File: src/design/tlt_pkg.sv
// ----------------------------------------------------------------------------
// tlt_pkg
// Types, calendar constants and the month length table shared by the stamp
// successor pipeline.
// ----------------------------------------------------------------------------
`default_nettype none

package tlt_pkg;

  typedef struct packed {
    logic [63:0] candidate_stamp;
    logic [63:0] reference_stamp;
  } tlt_item_t;

  typedef struct packed {
    logic [63:0] result_stamp;
    logic        took_candidate;
    logic        status;
  } tlt_result_t;

  // Calendar fields are zero based: month 0..11, day 0..30, minute 0..1439.
  typedef struct packed {
    logic [12:0] year;
    logic [3:0]  month;
    logic [4:0]  day;
    logic [10:0] minute;
    logic        leap;
  } tlt_cal_t;

  localparam logic STATUS_OK      = 1'b0;
  localparam logic STATUS_BAD_DAY = 1'b1;

  localparam logic [31:0] YEAR_MIN    = 32'd535680;
  localparam logic [15:0] MON_MIN     = 16'd44640;
  localparam logic [10:0] DAY_MIN     = 11'd1440;
  localparam logic [10:0] LAST_MINUTE = 11'd1439;
  localparam logic [3:0]  LAST_MONTH  = 4'd11;
  localparam logic [6:0]  CENTURY     = 7'd100;

  // Exact reciprocals: each divisor has its power-of-two factor shifted out
  // first, and the rounding error stays below the bound for the input range.
  localparam logic [24:0] YEAR_RECIP    = 25'd32840850; // 1/4185, shift 37
  localparam logic [14:0] MON_RECIP     = 15'd24054;    // 1/1395, shift 25
  localparam logic [10:0] DAY_RECIP     = 11'd1457;     // 1/45,   shift 16
  localparam logic [11:0] CENTURY_RECIP = 12'd2622;     // 1/25,   shift 16

  localparam int UNPACK_LAT  = 6;
  localparam int ADVANCE_LAT = 2;

  function automatic logic [4:0] days_in_month(input logic leap, input logic [3:0] month);
    logic [4:0] len;
    case (month)
      4'd1:    len = leap ? 5'd29 : 5'd28;
      4'd3:    len = 5'd30;
      4'd5:    len = 5'd30;
      4'd8:    len = 5'd30;
      4'd10:   len = 5'd30;
      default: len = 5'd31;
    endcase
    return len;
  endfunction

endpackage

`default_nettype wire

File: src/design/tlt_unpack.sv
// ----------------------------------------------------------------------------
// tlt_unpack
// Splits a minute count into year, month, day and minute with constant
// reciprocal multiplies, and flags Gregorian leap years. Six register stages.
// ----------------------------------------------------------------------------
`default_nettype none

module tlt_unpack (
  input  wire logic             clk,
  input  wire logic [31:0]      hi,
  output tlt_pkg::tlt_cal_t     cal
);
  import tlt_pkg::*;

  logic [49:0] s1_prod;
  logic [31:0] s1_hi;

  logic [12:0] s2_year;
  logic [19:0] s2_rem;

  logic [28:0] s3_mprod;
  logic [22:0] s3_cprod;
  logic [12:0] s3_year;
  logic [19:0] s3_rem;

  logic [3:0]  s4_month;
  logic [15:0] s4_rem;
  logic [12:0] s4_year;
  logic        s4_leap;

  logic [20:0] s5_dprod;
  logic [3:0]  s5_month;
  logic [15:0] s5_rem;
  logic [12:0] s5_year;
  logic        s5_leap;

  logic [12:0] year_q;
  logic [31:0] year_base;
  logic [3:0]  month_q;
  logic [31:0] month_base;
  logic [6:0]  cent_q;
  logic [12:0] cent_base;
  logic        div_by_100;
  logic        leap_year;
  logic [4:0]  day_q;
  logic [15:0] day_base;

  always_comb begin
    year_q     = s1_prod[49:37];
    year_base  = 32'(year_q) * YEAR_MIN;

    month_q    = s3_mprod[28:25];
    month_base = 32'(month_q) * 32'(MON_MIN);
    cent_q     = s3_cprod[22:16];
    cent_base  = 13'(cent_q) * 13'(CENTURY);
    div_by_100 = (s3_year == cent_base);
    // Year offset 1900 is a multiple of 4; a full year divisible by 400 has an
    // offset whose hundreds count is one more than a multiple of four.
    leap_year  = (s3_year[1:0] == 2'b00) && (!div_by_100 || (cent_q[1:0] == 2'b01));

    day_q      = s5_dprod[20:16];
    day_base   = 16'(day_q) * 16'(DAY_MIN);
  end

  always_ff @(posedge clk) begin
    s1_prod  <= 50'(hi[31:7]) * 50'(YEAR_RECIP);
    s1_hi    <= hi;

    s2_year  <= year_q;
    s2_rem   <= 20'(s1_hi - year_base);

    s3_mprod <= 29'(30'(s2_rem[19:5]) * 30'(MON_RECIP));
    s3_cprod <= 23'(s2_year[12:2]) * 23'(CENTURY_RECIP);
    s3_year  <= s2_year;
    s3_rem   <= s2_rem;

    s4_month <= month_q;
    s4_rem   <= 16'(32'(s3_rem) - month_base);
    s4_year  <= s3_year;
    s4_leap  <= leap_year;

    s5_dprod <= 21'(22'(s4_rem[15:5]) * 22'(DAY_RECIP));
    s5_month <= s4_month;
    s5_rem   <= s4_rem;
    s5_year  <= s4_year;
    s5_leap  <= s4_leap;

    cal.year   <= s5_year;
    cal.month  <= s5_month;
    cal.day    <= day_q;
    cal.minute <= 11'(s5_rem - day_base);
    cal.leap   <= s5_leap;
  end

endmodule

`default_nettype wire

File: src/design/tlt_advance.sv
// ----------------------------------------------------------------------------
// tlt_advance
// Checks the day against the true month length, steps the date by one minute
// with month and year rollover, and repacks it into a minute count.
// ----------------------------------------------------------------------------
`default_nettype none

module tlt_advance (
  input  wire logic              clk,
  input  wire tlt_pkg::tlt_cal_t cal,
  output logic [31:0]            packed_min,
  output logic                   bad_day
);
  import tlt_pkg::*;

  logic [12:0] a1_year;
  logic [3:0]  a1_month;
  logic [4:0]  a1_day;
  logic [10:0] a1_minute;
  logic        a1_bad;

  logic [4:0]  len;
  logic [12:0] year_next;
  logic [3:0]  month_next;
  logic [4:0]  day_next;
  logic [10:0] minute_next;
  logic [31:0] packed_next;

  always_comb begin
    len         = days_in_month(cal.leap, cal.month);
    year_next   = cal.year;
    month_next  = cal.month;
    day_next    = cal.day;
    minute_next = cal.minute + 11'd1;
    if (cal.minute >= LAST_MINUTE) begin
      minute_next = '0;
      if (cal.day == len - 5'd1) begin
        day_next = '0;
        if (cal.month == LAST_MONTH) begin
          month_next = '0;
          year_next  = cal.year + 13'd1;
        end else begin
          month_next = cal.month + 4'd1;
        end
      end else begin
        day_next = cal.day + 5'd1;
      end
    end
  end

  // The count wraps modulo 2^32 past the last representable year.
  always_comb begin
    packed_next = 32'(a1_year) * YEAR_MIN
                + 32'(a1_month) * 32'(MON_MIN)
                + 32'(a1_day) * 32'(DAY_MIN)
                + 32'(a1_minute);
  end

  always_ff @(posedge clk) begin
    a1_year    <= year_next;
    a1_month   <= month_next;
    a1_day     <= day_next;
    a1_minute  <= minute_next;
    a1_bad     <= (cal.day >= len);
    packed_min <= packed_next;
    bad_day    <= a1_bad;
  end

endmodule

`default_nettype wire

File: src/design/timestamp_later_than_top.sv
// ----------------------------------------------------------------------------
// timestamp_later_than_top
// Returns the candidate stamp if greater than the reference, else the smallest
// stamp above it, stepping the calendar on low-word wrap (bad day: zero, error).
// ----------------------------------------------------------------------------
//  channel   | handshake             | payload
//  ----------+-----------------------+-----------------------------------------
//  request   | start / busy          | item   (candidate_stamp, reference_stamp)
//  response  | done (one-cycle)      | result (result_stamp, took_candidate, status)
//
//  A transaction is taken at any edge with start high and busy low; one may
//  be taken every cycle. Its response appears on done after it has passed
//  the input register, the six-stage calendar unpack (three chained
//  reciprocal multiplies), the two-stage advance and repack, and the result
//  register. busy is high only during reset. The receiver cannot stall;
//  responses leave in request order.
// ----------------------------------------------------------------------------
`default_nettype none

module timestamp_later_than_top (
  input  wire logic                clk,
  input  wire logic                rst,
  input  wire logic                start,
  output logic                     busy,
  input  wire tlt_pkg::tlt_item_t  item,
  output logic                     done,
  output tlt_pkg::tlt_result_t     result
);
  import tlt_pkg::*;

  localparam int PIPE_LAT = UNPACK_LAT + ADVANCE_LAT;

  typedef struct packed {
    logic [63:0] stamp;
    logic        took;
    logic        advance;
  } tlt_side_t;

  tlt_item_t   in_q;
  logic        in_v;
  tlt_side_t   side;
  tlt_side_t   side_line [PIPE_LAT];
  logic        v_line    [PIPE_LAT];
  tlt_cal_t    cal;
  logic [31:0] packed_min;
  logic        bad_day;
  tlt_result_t result_next;
  logic        accept;
  logic        greater;

  assign busy   = rst;
  assign accept = start && !busy;

  always_comb begin
    greater      = in_q.candidate_stamp > in_q.reference_stamp;
    side.took    = greater;
    side.advance = !greater && (&in_q.reference_stamp[31:0]);
    side.stamp   = greater ? in_q.candidate_stamp
                 : {in_q.reference_stamp[63:32], in_q.reference_stamp[31:0] + 32'd1};
  end

  tlt_unpack u_unpack (
    .clk (clk),
    .hi  (in_q.reference_stamp[63:32]),
    .cal (cal)
  );

  tlt_advance u_advance (
    .clk        (clk),
    .cal        (cal),
    .packed_min (packed_min),
    .bad_day    (bad_day)
  );

  always_comb begin
    result_next.result_stamp   = side_line[PIPE_LAT-1].stamp;
    result_next.took_candidate = side_line[PIPE_LAT-1].took;
    result_next.status         = STATUS_OK;
    if (side_line[PIPE_LAT-1].advance) begin
      if (bad_day) begin
        result_next.result_stamp = '0;
        result_next.status       = STATUS_BAD_DAY;
      end else begin
        result_next.result_stamp = {packed_min, 32'd0};
      end
    end
  end

  always_ff @(posedge clk) begin
    if (rst) begin
      in_v <= 1'b0;
      done <= 1'b0;
      for (int i = 0; i < PIPE_LAT; i++) begin
        v_line[i] <= 1'b0;
      end
    end else begin
      in_v      <= accept;
      v_line[0] <= in_v;
      for (int i = 1; i < PIPE_LAT; i++) begin
        v_line[i] <= v_line[i-1];
      end
      done <= v_line[PIPE_LAT-1];
    end
  end

  always_ff @(posedge clk) begin
    if (accept) begin
      in_q <= item;
    end
    side_line[0] <= side;
    for (int i = 1; i < PIPE_LAT; i++) begin
      side_line[i] <= side_line[i-1];
    end
    result <= result_next;
  end

  // Every accepted transaction produces its response on done after the full pipeline.
  a_latency: assert property (@(posedge clk) disable iff (rst)
    accept |-> ##(PIPE_LAT + 2) done)
    else $error("response missing after accepted transaction");

  a_no_spurious: assert property (@(posedge clk) disable iff (rst)
    done |-> $past(accept, PIPE_LAT + 2))
    else $error("response without a matching transaction");

  a_cal_range: assert property (@(posedge clk) disable iff (rst)
    v_line[UNPACK_LAT-1] |->
      (cal.month <= LAST_MONTH) && (cal.day < 5'd31) && (cal.minute <= LAST_MINUTE))
    else $error("unpacked calendar field out of range");

  a_status_clean: assert property (@(posedge clk) disable iff (rst)
    (done && (result.status == STATUS_BAD_DAY)) |->
      (!result.took_candidate && (result.result_stamp == 64'd0)))
    else $error("bad day response carries a stamp");

endmodule

`default_nettype wire

File: config.mk
export PLATFORM = sky130hd
export DESIGN_NAME = timestamp_later_than_top
export DESIGN_NICKNAME = d
export VERILOG_FILES = /design/src/design/tlt_pkg.sv /design/src/design/tlt_unpack.sv /design/src/design/tlt_advance.sv /design/src/design/timestamp_later_than_top.sv
export SDC_FILE = /design/constraint.sdc
export NUM_CORES = 2
export LEC_CHECK = 0
export BUFFER_PORTS_ARGS = -buffer_cell sky130_fd_sc_hd__buf_2
export CAP_MARGIN = 5
export CORE_MARGIN = 2
export CORE_UTILIZATION = 45
export DETAILED_ROUTE_END_ITERATION = 7
export GPL_TIMING_DRIVEN = 0
export HOLD_SLACK_MARGIN = 0.06
export SKIP_CTS_REPAIR_TIMING = 1
export SLEW_MARGIN = 40
export SYNTH_ARGS = -nofsm -noshare
export SYNTH_HDL_FRONTEND = slang
export SYNTH_HIERARCHICAL = 1
export SYNTH_SLANG_ARGS = --single-unit
export TNS_END_PERCENT = 100
File: constraint.sdc
create_clock -name clk -period 7.4 [get_ports clk]
set_input_delay 1.11 -clock clk [delete_from_list [all_inputs] [get_ports clk]]
set_output_delay 1.11 -clock clk [all_outputs]
set_load 0.05 [all_outputs]
==> metrics.md <==
| Metric | Value |
|---|---|
| Clk Latency, worst-skew pair | 670 ps |
| Area growth syn-to-layout | 12.5% |
| Final GP Congestion | 0.863 |
| Setup crit end kind | register |
| DPL Wire Length | 83.8 mm |
| XOR/XNOR Fraction of Synth Area | 3.41% |
| Unrepaired setup endpoints after global routing | no |
| Placed Area | 56,600 um^2 |
| Final setup viols | 0 |
| Layout cells sized above 1 | 10.4% |
| Seq/Total Area, Yosys | 40.2% |
| Synth area leaders | dfxtp_1 33%, ha_1 20%, fa_1 17% |
| Syn. warnings | 6 |
| Buffers on Ports | 198 |
| Slew @ Worst Pin | 863 ps |
| R2r setup slk | 400 ps |
| DP Worst Slack | -37.7 ps |
| CP top delay family | adder cells |
| Post-synthesis register bit count | 1,007 |
| Overflow after GRT | 0 |
| Post-synth top area cell | dfxtp_1 |
| CP arrival | 7510 ps |
| WP data required | 7910 ps |
| CTS sink cnt | 1,007 |
| GR Util All Layers | 17.4% |
| Outcome | finished clean |
| Startpoint types | register |
| Largest family of logic cells by synthesized area | adder cells |
| Compound-Gate Fraction of Synth Area | 5.59% |
| Clk_skew | 45.2 ps |
| Ports | 199 |
| Syn Std Cell Area | 53,400 um^2 |
| Ys flop type | dfxtp_1 |
| Deepest clock path buffer count | 3 |
| FFs w/ async S/R, synth | 0% |
| Std-Cell Rows | 126 |
| Hold crit path type | reg -> reg |
| FMAX | 143 MHz |
| Post-synthesis mux area share | 1.62% |
| Clock transition time at the flip-flop clock pins of the worst setup and hold paths | 60 ps |
| Syn Area/Cell | 11.7 um^2 |
| Vias | 30.3k |
| WL per Instance | 15.8 um |
| Initial DRC count | 1,302 |
| Max-capacitance violation count | 0 |
| Cell mode on critical path | fa_1 |
| Avg Vias per Cell | 4.67 |
| Cell Chain, Critical Path | inv_1 -> fa_1 -> fa_1 -> inv_1 -> fa_1 -> inv_1 -> fa_1 -> inv_1 -> fa_1 -> fa_1 -> inv_1 -> fa_1 -> inv_1 -> ha_1 -> nand4_1 -> nor4_2 -> o21ai_1 -> a311oi_4 -> o31ai_4 -> o21ai_1 -> o41ai_2 -> xnor2_1 |
| TritonCTS buffer count | 95 |
| First-pass DRT Iterations | 5 |
| Fin crit period | 7000 ps |
| Slew HR | 42.5% |
| CTS tree | done |
| Number of synthesized flops with an enable pin | 128 |
| FF-to-FF Start | in_q[42]$_DFFE_PP_ |
| DRT antenna net count | 0 |
| Root cell of the clock tree | clkbuf_16 |
| Std-Cell Core Area | 118,000 um^2 |
| Post-route DRC | 0 |
| Crit share post-route | 94.6% |
| Starting Density | 45.3% |
| Routed wire length | 103 mm |
| Netlist cell types | 100 |
| Vias in the first global route | 31.7k |
| Nets@finish | 6,317 |
| WP buf/inv | 6 |
| Post-Synth Simple-Gate Area | 4.88% |
| First-pass GRT wire length | 166 mm |
| Critical Path Source | in_q[42]$_DFFE_PP_ |
| Slowest stage cell, crit path | fa_1 |
| H-tree depth | 3 |
| Hold Vio Cnt, Final | 0 |
| Die H | 348 um |
| Setup crit end | u_unpack/s1_prod[49]$_DFF_P_ |
| Max Slew Vio Count | 0 |
| Cell count after synthesis | 4,557 |
| Post-synth top area share | 33.0% |
| Die area | 121,000 um^2 |
| Worst path depth | 22 |
| Adder-Cell Fraction of Synth Area | 36.9% |
| Crit Path Max Fanout | 7 |
| Reg2reg end | u_unpack/s1_prod[49]$_DFF_P_ |
| Final instance area | 60,000 um^2 |
| Crit path kind | reg -> reg |
| Worst Reg2Reg Path Length in Cells | 22 |
| Worst path max stage delay | 560 ps |
| Setup ws final | 397 ps |
| Chip width | 348 um |
| Net Count, Synth | 5,993 |
| Initial antenna violation count | 2 |
| Largest net degree at the start of global routing | 21 |
-- layout make-up --
class | instances | area [um^2]
Sequential cell | 1007 | 21400
Fill cell | 10400 | 57700
Multi-Input combinational cell | 2517 | 28000
Timing Repair Buffer | 227 | 1390
Clock buffer | 129 | 2750
Buffer | 25 | 185
Tap cell | 1536 | 1920
Inverter | 1008 | 3780
Antenna cell | 1 | 2.50
Clock inverter | 48 | 609
-- cell families after synthesis --
logic type / Yosys count
flip-flops: 1007
AND/OR/NAND/NOR: 497
AO/OA/AOI/OAI: 440
adder cells (fa/ha/maj): 1305
buffers and inverters: 1033
XOR/XNOR: 208
multiplexers: 67
-- cell usage after synthesis, drive strengths merged, types with 46 or more instances --
master / count
nor2b: 65
nand3: 55
xor2: 46
inv: 1008
fa: 446
a21o: 47
dfxtp: 879
nand2: 122
a21oi: 131
edfxtp: 128
nor2: 89
ha: 859
xnor2: 162
mux2: 64
o21ai: 92
-- per-layer routing --
metal  track usage (%)  routed length (um)  vias to the layer above
met5                 0                   0                        -
met4              3.94                2090                        0
met3              1.90                3360                      122
met2              29.5               48500                      382
met1              23.8               49000                    14500
li1                  -                   -                    15300
-- how the worst min path moves through the flow --
stage	from	end	depth (start not counted)
floorplan	side_line[1][199]$_DFF_P_	result[1]$_DFF_P_	0
global placement	side_line[1][77]$_DFF_P_	side_line[1][143]$_DFF_P_	0
detailed placement	side_line[0][65]$_DFF_P_	side_line[0][131]$_DFF_P_	0
CTS	side_line[0][83]$_DFF_P_	side_line[0][149]$_DFF_P_	0
global route	u_unpack/s1_hi[6]$_DFF_P_	u_unpack/s2_rem[6]$_DFF_P_	0
finish	u_unpack/s1_hi[6]$_DFF_P_	u_unpack/s2_rem[6]$_DFF_P_	0
-- worst reg2reg max path: stages (launching register included) --
cell and delay [ps]:
edfxtp_1 540, inv_1 180, fa_1 550, fa_1 530, inv_1 60, fa_1 530, inv_1 90, fa_1 560
inv_1 60, fa_1 510, fa_1 550, inv_1 50, fa_1 550, inv_1 70, ha_1 430, nand4_1 190
nor4_2 250, o21ai_1 160, a311oi_4 440, o31ai_4 110, o21ai_1 210, o41ai_2 90, xnor2_1 140
-- state kept, by name, summed over array words and instances, names as in the netlist, 16 cells and up --
signal,flops
in_q,128
u_advance/packed_min,32
result,66
u_unpack/s2_rem,20
side_line,528
u_unpack/s3_rem,16
u_unpack/cal,34
u_unpack/s1_hi,20
u_unpack/s4_rem,16
-- stage by stage --
step                hold slack, ps  instances  TNS [ps]  utilization (%)
floorplan                      310       4557         0                -
global placement               310       6291     -89.3             47.8
detailed placement             312       6307     -53.4             48.0
CTS                            293       6484      -114             50.9
global route                   303       6497         0             51.0
finish                         305       6498         0             51.0
-- cell usage in the layout (no fill, tap or decap), drive strengths merged, types with 11 or more instances in the layout --
cell / instances
a21o: 47
nand2b: 13
o21a: 24
nor2: 89
mux2: 64
dfxtp: 879
o211ai: 14
inv: 1021
edfxtp: 128
o21ai: 92
a31oi: 11
nand4: 31
nand3: 55
o31ai: 13
and3: 13
clkbuf: 142
ha: 859
nor2b: 65
a21oi: 131
xor2: 46
fa: 446
nor3: 42
buf: 239
nor4: 15
clkinv: 24
o21bai: 20
nand2: 122
xnor2: 162
and2: 11
Power is not shown: default switching activity piles up to over one toggle a cycle in this logic, so the estimate is an artifact.
